===== config.mk =====
export PLATFORM = sky130hd
export DESIGN_NAME = engine_key_panel_controller
export DESIGN_NICKNAME = d
export VERILOG_FILES = /design/src/sv/ekp_pkg.sv /design/src/sv/engine_key_panel_controller.sv /design/src/sv/ekp_step.sv
export SDC_FILE = /design/constraint.sdc
export NUM_CORES = 1
export LEC_CHECK = 0
export ABC_AREA = 1
export BUFFER_PORTS_ARGS = -buffer_cell sky130_fd_sc_hd__buf_2
export CAP_MARGIN = 10
export CORE_MARGIN = 5
export CORE_UTILIZATION = 57
export DETAILED_ROUTE_END_ITERATION = 10
export GPL_TIMING_DRIVEN = 0
export PLACE_DENSITY = 0.81
export SLEW_MARGIN = 0
export SYNTH_ARGS = -nofsm -noshare
export SYNTH_HDL_FRONTEND = slang
export SYNTH_SLANG_ARGS = --single-unit

===== constraint.sdc =====
create_clock -name clock -period 2.38 [get_ports clock]
set_clock_uncertainty 0.15 [all_clocks]
set_input_delay 0.476 -clock clock [delete_from_list [all_inputs] [get_ports clock]]
set_output_delay 0.476 -clock clock [all_outputs]
set_load 0.02 [all_outputs]

===== src/sv/ekp_pkg.sv =====
// Package with the item, result and state types of the engine key panel controller.
`default_nettype none

package ekp_pkg;

   // Input transaction kinds carried on the request tuser bit.
   localparam logic CMD_KEY  = 1'b0;
   localparam logic CMD_TICK = 1'b1;

   // Configuration register indexes.
   localparam logic CSR_ENGINE_INSTANCE = 1'b0;
   localparam logic CSR_BEEP_TICKS      = 1'b1;

   // Reset value of the buzzer duration.
   localparam logic [15:0] BEEP_TICKS_RESET = 16'd200;

   // One input item.
   typedef struct packed {
      logic       cmd;
      logic [7:0] seq_id;
      logic       down_main;
      logic       down_light;
      logic       down_start;
      logic       down_stop;
      logic       chg_main;
      logic       chg_light;
      logic       chg_start;
      logic       chg_stop;
   } item_type;

   // One result item.
   typedef struct packed {
      logic       ack_send;
      logic [7:0] ack_id;
      logic       repeat_dropped;
      logic       state_send;
      logic [7:0] state_instance;
      logic       relay_main;
      logic       relay_light;
      logic       relay_start;
      logic       relay_stop;
      logic       buzzer_on;
      logic       running_flag;
   } result_type;

   // Panel state kept between items.
   typedef struct packed {
      logic        main_power;
      logic        light_state;
      logic        engine_running;
      logic        start_busy;
      logic        stop_busy;
      logic        start_drive;
      logic        stop_drive;
      logic [7:0]  prior_id;
      logic        prior_id_valid;
      logic [15:0] beep_remaining;
   } panel_state_type;

endpackage

`default_nettype wire


===== src/sv/engine_key_panel_controller.sv =====
// Top level of the engine key panel controller: input register, panel state and result register.
`default_nettype none

//  Channel  Ports                         Direction  Contents
//  req      req_tvalid/tready/tdata/tuser in         key message or tick
//  rsp      rsp_tvalid/tready/tdata       out        one result per item
//  csr      csr_we/csr_addr/csr_wdata     in         engine_instance, beep_ticks
//
// One item per cycle is accepted while rsp is not stalled; each result passes through
// the input register, then the panel logic into the result register, before it is
// driven on rsp.
// Reset clears the panel state and both valid flags and returns the configuration
// registers to their reset values.
// A stalled rsp side holds the result register; the input register takes an item
// only while it is empty or the result register can move on.

module engine_key_panel_controller (
   input  wire         clock,
   input  wire         reset,
   // Request: tdata = seq_id[7:0], down_main, down_light, down_start, down_stop,
   // chg_main, chg_light, chg_start, chg_stop (bit 15).
   input  wire         req_tvalid,
   output logic        req_tready,
   input  wire  [15:0] req_tdata,
   // Request tuser: cmd (0 key message, 1 tick).
   input  wire         req_tuser,
   // Result: tdata = ack_send, ack_id[8:1], repeat_dropped, state_send,
   // state_instance[18:11], relay_main, relay_light, relay_start, relay_stop,
   // buzzer_on, running_flag (bit 24), zeros above.
   output logic        rsp_tvalid,
   input  wire         rsp_tready,
   output logic [31:0] rsp_tdata,
   // Configuration write port.
   input  wire         csr_we,
   input  wire         csr_addr,
   input  wire  [15:0] csr_wdata
);
   import ekp_pkg::*;

   logic [7:0]      engine_instance_reg_ff;
   logic [15:0]     beep_ticks_ff;
   logic            in_valid_ff;
   item_type        in_item_ff;
   item_type        in_item_in;
   logic            out_valid_ff;
   result_type      out_item_ff;
   result_type      out_item_in;
   panel_state_type state_ff;
   panel_state_type state_in;
   logic            out_ready;
   logic            advance;

   // Configuration registers.
   always_ff @(posedge clock) begin
      if (reset) begin
         engine_instance_reg_ff <= 8'd0;
         beep_ticks_ff          <= BEEP_TICKS_RESET;
      end else if (csr_we) begin
         if (csr_addr == CSR_ENGINE_INSTANCE) begin
            engine_instance_reg_ff <= csr_wdata[7:0];
         end
         if (csr_addr == CSR_BEEP_TICKS) begin
            beep_ticks_ff <= csr_wdata;
         end
      end
   end

   // Unpack the request transaction.
   always_comb begin
      in_item_in.cmd        = req_tuser;
      in_item_in.seq_id     = req_tdata[7:0];
      in_item_in.down_main  = req_tdata[8];
      in_item_in.down_light = req_tdata[9];
      in_item_in.down_start = req_tdata[10];
      in_item_in.down_stop  = req_tdata[11];
      in_item_in.chg_main   = req_tdata[12];
      in_item_in.chg_light  = req_tdata[13];
      in_item_in.chg_start  = req_tdata[14];
      in_item_in.chg_stop   = req_tdata[15];
   end

   // Flow control: the result register moves when empty or taken.
   assign out_ready  = !out_valid_ff || rsp_tready;
   assign advance    = in_valid_ff && out_ready;
   assign req_tready = !in_valid_ff || out_ready;

   // Input register.
   always_ff @(posedge clock) begin
      if (reset) begin
         in_valid_ff <= 1'b0;
      end else if (req_tready) begin
         in_valid_ff <= req_tvalid;
      end
   end

   always_ff @(posedge clock) begin
      if (req_tready && req_tvalid) begin
         in_item_ff <= in_item_in;
      end
   end

   // Panel rules for the item in the input register.
   ekp_step u_step (
      .item            (in_item_ff),
      .cur             (state_ff),
      .engine_instance (engine_instance_reg_ff),
      .beep_ticks      (beep_ticks_ff),
      .nxt             (state_in),
      .result          (out_item_in)
   );

   // Panel state and result valid.
   always_ff @(posedge clock) begin
      if (reset) begin
         state_ff     <= '0;
         out_valid_ff <= 1'b0;
      end else begin
         if (advance) begin
            state_ff <= state_in;
         end
         if (out_ready) begin
            out_valid_ff <= in_valid_ff;
         end
      end
   end

   // Result register.
   always_ff @(posedge clock) begin
      if (advance) begin
         out_item_ff <= out_item_in;
      end
   end

   // Pack the result transaction.
   assign rsp_tvalid = out_valid_ff;
   assign rsp_tdata  = {7'd0,
                        out_item_ff.running_flag,
                        out_item_ff.buzzer_on,
                        out_item_ff.relay_stop,
                        out_item_ff.relay_start,
                        out_item_ff.relay_light,
                        out_item_ff.relay_main,
                        out_item_ff.state_instance,
                        out_item_ff.state_send,
                        out_item_ff.repeat_dropped,
                        out_item_ff.ack_id,
                        out_item_ff.ack_send};

endmodule

`default_nettype wire


===== src/sv/ekp_step.sv =====
// Next-state and result logic for one item of the engine key panel controller.
`default_nettype none

module ekp_step (
   input  wire  ekp_pkg::item_type        item,
   input  wire  ekp_pkg::panel_state_type cur,
   input  wire  [7:0]                     engine_instance,
   input  wire  [15:0]                    beep_ticks,
   output ekp_pkg::panel_state_type       nxt,
   output ekp_pkg::result_type            result
);
   import ekp_pkg::*;

   logic [15:0] refuse_load;
   logic        state_msg;
   logic        dropped;

   // A zero duration still gives one tick of buzzer.
   assign refuse_load = (beep_ticks == 16'd0) ? 16'd1 : beep_ticks;

   // Walk the item through the panel rules in order.
   always_comb begin
      nxt       = cur;
      state_msg = 1'b0;
      dropped   = 1'b0;
      if (item.cmd == CMD_TICK) begin
         if (cur.beep_remaining != 16'd0) begin
            nxt.beep_remaining = cur.beep_remaining - 16'd1;
         end
      end else if (cur.prior_id_valid && (item.seq_id == cur.prior_id)) begin
         dropped = 1'b1;
      end else begin
         nxt.prior_id       = item.seq_id;
         nxt.prior_id_valid = 1'b1;
         if (item.chg_main && item.down_main) begin
            // Main key toggles power unless the engine is running.
            if (!cur.main_power) begin
               nxt.main_power = 1'b1;
               state_msg      = 1'b1;
            end else if (cur.engine_running) begin
               nxt.beep_remaining = refuse_load;
            end else begin
               nxt.main_power  = 1'b0;
               nxt.light_state = 1'b0;
               nxt.start_drive = 1'b0;
               nxt.stop_drive  = 1'b0;
               state_msg       = 1'b1;
            end
         end else if (cur.main_power) begin
            if (item.chg_light && item.down_light) begin
               nxt.light_state = !cur.light_state;
            end
            // Start key: press engages the starter, release marks running.
            if (item.chg_start) begin
               if (item.down_start) begin
                  if (nxt.engine_running || nxt.stop_busy || nxt.start_busy) begin
                     nxt.beep_remaining = refuse_load;
                  end else begin
                     nxt.start_busy  = 1'b1;
                     nxt.start_drive = 1'b1;
                  end
               end else begin
                  nxt.start_busy     = 1'b0;
                  nxt.start_drive    = 1'b0;
                  nxt.engine_running = 1'b1;
               end
            end
            // Stop key: press engages the solenoid, release marks stopped.
            if (item.chg_stop) begin
               if (item.down_stop) begin
                  if (!nxt.engine_running || nxt.stop_busy || nxt.start_busy) begin
                     nxt.beep_remaining = refuse_load;
                  end else begin
                     nxt.stop_busy  = 1'b1;
                     nxt.stop_drive = 1'b1;
                  end
               end else begin
                  nxt.stop_busy      = 1'b0;
                  nxt.stop_drive     = 1'b0;
                  nxt.engine_running = 1'b0;
               end
            end
         end
      end
   end

   // Result fields follow the state after this item.
   always_comb begin
      result.ack_send       = (item.cmd == CMD_KEY);
      result.ack_id         = (item.cmd == CMD_KEY) ? item.seq_id : 8'd0;
      result.repeat_dropped = dropped;
      result.state_send     = state_msg;
      result.state_instance = state_msg ? engine_instance : 8'd0;
      result.relay_main     = nxt.main_power;
      result.relay_light    = nxt.light_state;
      result.relay_start    = nxt.start_drive;
      result.relay_stop     = nxt.stop_drive;
      result.buzzer_on      = (nxt.beep_remaining != 16'd0);
      result.running_flag   = nxt.engine_running;
   end

endmodule

`default_nettype wire


==> flow_results.org <==
** Place
- Placed Area :: 5575 µm²
- The wire-length estimate of the detail-placed layout is 9.466 mm.
- Once placement completed, the tool counted placed cells totaling 838.
- Routability congestion estimate from global placement :: 0.9370
- Number of buffer cells added on primary ports :: 65

** Timing
- Subtracting the final worst setup slack from the clock period gives 2358 ps.
- Headroom to the max-slew limit came out at 44.38%.
- Transition time of the tightest slew-check pin :: 834.3 ps
- Max Clk Rate :: 0.4242 GHz
- Setup repair after global routing could not meet its margin everywhere.
- After layout, the worst path uses 99.06% of the clock period.
- Final hold slack :: 105.2 ps
- Setup violations remaining at the end of the flow were counted as 0.
- Number of max-slew violations in the final report :: 0
- Final-report hold violation count :: 0

** Setup path
- For the worst flop-to-flop path, the logic depth is 13.
- Launching instance or port of the critical path :: state_ff[0]
- Worst setup path end :: rsp_tdata[23]
- Data arrives at the worst endpoint at 2350 ps.
- Sort of element at the start of the critical path :: flip-flop
- In this run the critical register-to-register path is captured at rsp_tdata[23].
- Data required time of the critical path :: 2370 ps
- Along the worst path, the maximum fanout reaches 4.
- Type of the worst setup path :: flip-flop to flip-flop
- The worst setup path is captured at a flip-flop.
- Beginning of the worst register-to-register path :: state_ff[0]
- Minimum setup slack among reg-to-reg paths :: 20 ps

** Floorplan
- The core region is 8721 µm².
- Starting density of the core :: 58.38%
- Measured along the x axis, the die boundary spans 104.5 µm.
- Vertical die dimension :: 104.5 µm
- Total Die Area :: 10,920 µm²
- Io pins :: 73
- After floorplanning, the core was divided into 34 placement rows.

** Logic synthesis
- #FFs+latches synth :: 100
- Counting every instance in the synthesized netlist gives 659.
- Each instance of the synthesized netlist takes up on average 7.726 µm².
- Synthesized area :: 5091 µm²
- Number of distinct library cells after synthesis :: 40
- Synthesis warning total :: 0
- Sequential fraction of the synthesis area :: 47.58%

** Cells and area
- Total of fill cells in the finished design :: 714
- Net count of the finished layout :: 801
- Summing all multi-input logic gate instances after layout gives 2298 µm².
- Measured on the finished design, the core utilization comes to 69.99%.
- Sequential Area :: 2434 µm²
- Finished Layout Cells :: 873
- Number of antenna cells inserted :: 0
- After routing the design area is 6103 µm².
- Relative to the synthesized area, the layout overhead comes to 19.88%.
- Layout cells sized above 1 :: 24.71%

** Global route
- The number of antenna violations at the first check in global routing was 0.
- Global routing used 23.45% of the available tracks.
- The total overflow left after global routing is 0.
- The number of global-route vias before repair is 4,501.
- The first global-routing pass estimated 21.13 mm of wire.
- Entering global routing, the biggest net connects 35 pins.

** Detailed routing
- Residual DRC count :: 0
- For this run, the detailed router's first-pass iteration total came to 6.
- In the routed layout, each cell is associated on average with a via count of 5.450.
- The routed layout has 4,758 vias.
- The detail route stage leaves a number of antenna-violating nets equal to 0.
- Detailed-route wire length per cell :: 15.23 µm
- Total wire length :: 13.30 mm
- In this run, the number of DRC markers left after iteration 0 of detailed routing was 319.

** Clocking
- Clk pin slew, worst setup/hold paths :: 120 ps
- Hold bufs inserted after CTS :: 0
- Sinks on Clock Net :: 100
- Max Buffers Root-to-Sink :: 2
- Root Buffer :: sky130_fd_sc_hd__clkbuf_8
- Insertion delay of the later-clocked pin in the worst-skew pair :: 380 ps
- TritonCTS built the clock tree.
- CTS Buf Count :: 9
- Total number of H-tree levels :: 3

** Power
- Dividing total power by cell area gives a power density of 636.3 nW/µm².
- Pleak :: 2.841 nW
- IR analysis of the VDD net gives a maximum drop of 0.4232 mV.
- Total power :: 0.003883 W

** Min path
- The min-delay analysis places its worst path in the category input port to flip-flop.

** Job
- The tool flagged a number of max-cap violations equal to 0.

** Run status
- The flow ran to the end, and the final reports show no timing, DRC or antenna violations.
==> repair_timing <==
action                     CTS  global route
setup endpoints to repair    1             2
pin swaps                    2            26
buffers inserted             3            15
cloned                       0             1
resized for setup            6            51
==> state kept, by name, indices dropped and copies added (netlist names) <==
register	cells
state_ff	32
rsp_tdata	25
in_valid_ff	1
engine_instance_reg_ff	8
in_item_ff	17
beep_ticks_ff	16
rsp_tvalid	1
==> cell families (layout without fill, tap and decap cells) <==
family / Yosys count / after routing / synth area share, %
simple gates: 284 / 284 / 25.88
compound gates: 133 / 133 / 14.01
other cells: 1 / 7 / 0.07366
fa+ha+maj: 2 / 2 / 0.4914
flops: 100 / 100 / 47.58
buf+inv: 133 / 233 / 10.79
xor+xnor: 6 / 6 / 1.180
==> metrics by stage <==
stage	worst slack, ps	setup TNS (ps)
CTS	5.143	0
finish	22.47	0
global placement	-556.6	-16650
global route	-112.7	-112.7
detailed placement	-149.6	-259.2
floorplan	158.3	0
==> synth_stat cells (all sizes together) <==
master	count	share of area [%]
a211oi	2	0.29
a21oi	57	5.7
a22oi	5	0.74
a311oi	1	0.17
buf	11	1.8
clkbuf	16	1.2
clkinv	2	0.17
conb	1	0.074
dfxtp	58	23
edfxtp	42	25
ha	2	0.49
inv	104	7.7
nand2	128	9.9
nand3	57	6.2
nand3b	1	0.39
nand4	9	1.4
nor2	80	6.9
nor3	6	0.59
nor3b	1	0.15
nor4	1	0.12
o211ai	7	1.0
o21ai	59	5.8
o22ai	1	0.12
o41ai	1	0.17
or4	1	0.22
xnor2	2	0.49
xor2	4	0.69
==> report_power, final <==
group	total, W	internal [W]	switching (W)
sequential	0.00197	0.00189	0.0000752
combinational	0.000839	0.000303	0.000537
clock	0.00108	0.000410	0.000667
total	0.00388	0.00260	0.00128
==> how the worst min path moves through the flow <==
stage / from / to / slack [ps] / depth (start not counted)
after floorplan: engine_instance_reg_ff[7] / engine_instance_reg_ff[7] / 280 / 2
after global placement: engine_instance_reg_ff[3] / engine_instance_reg_ff[3] / 290 / 2
after detailed placement: engine_instance_reg_ff[0] / engine_instance_reg_ff[0] / 310 / 2
after CTS: req_tdata[14] / in_item_ff[1] / 100 / 1
after global routing: req_tuser / in_item_ff[16] / 100 / 1
final: req_tdata[14] / in_item_ff[1] / 110 / 1
==> layer usage <==
metal  vias to the layer above  wire (µm)  track usage [%]
li1                       2347          -                -
met1                      2193       5352            30.03
met2                       187       6724            39.50
met5                         -          0                0
met4                         0        325            8.788
met3                        31        893            4.283
==> final cells by class <==
class,count,share of cell area (%)
flip-flops and latches,100,39.87
inverters,106,6.581
plain buffers,27,2.563
clock inverters,7,1.128
clock buffers,9,2.030
well taps,108,2.214
repair buffers,84,7.954
multi-input cells,432,37.66
==> placed cells by master, fill, tap and decap left out, types with 3 or more instances in the layout <==
cell type                  count
sky130_fd_sc_hd__xor2_1        4
sky130_fd_sc_hd__conb_1        7
sky130_fd_sc_hd__nor3_1        5
sky130_fd_sc_hd__clkbuf_1     14
sky130_fd_sc_hd__o21ai_1       5
sky130_fd_sc_hd__nand3_4       3
sky130_fd_sc_hd__nand2_4       5
sky130_fd_sc_hd__dfxtp_2       3
sky130_fd_sc_hd__clkbuf_8      9
sky130_fd_sc_hd__a21oi_1      55
sky130_fd_sc_hd__inv_1        90
sky130_fd_sc_hd__nor2_4        8
sky130_fd_sc_hd__nand2_1     112
sky130_fd_sc_hd__a22oi_1       5
sky130_fd_sc_hd__buf_2        66
sky130_fd_sc_hd__nand3_1      48
sky130_fd_sc_hd__inv_2        13
sky130_fd_sc_hd__buf_4        27
sky130_fd_sc_hd__edfxtp_1     42
sky130_fd_sc_hd__dfxtp_1      53
sky130_fd_sc_hd__nand3_2       6
sky130_fd_sc_hd__nor2_2       11
sky130_fd_sc_hd__nor2_1       61
sky130_fd_sc_hd__nand4_1       7
sky130_fd_sc_hd__nand2_2      11
sky130_fd_sc_hd__o21ai_0      52
sky130_fd_sc_hd__o211ai_1      7
==> worst max-delay path, stage by stage (launching register included) <==
cell,delay [ps]
sky130_fd_sc_hd__dfxtp_4,380
sky130_fd_sc_hd__inv_2,90
sky130_fd_sc_hd__ha_2,190
sky130_fd_sc_hd__nand2_1,70
sky130_fd_sc_hd__nor2_2,160
sky130_fd_sc_hd__nand3_4,130
sky130_fd_sc_hd__nand3_1,140
sky130_fd_sc_hd__nor2_1,70
sky130_fd_sc_hd__o21ai_0,230
sky130_fd_sc_hd__o21ai_1,160
sky130_fd_sc_hd__nor2_1,120
sky130_fd_sc_hd__nand2_1,80
sky130_fd_sc_hd__nor2_1,100
sky130_fd_sc_hd__nand2_1,50
(Power assumes the default switching activity.)
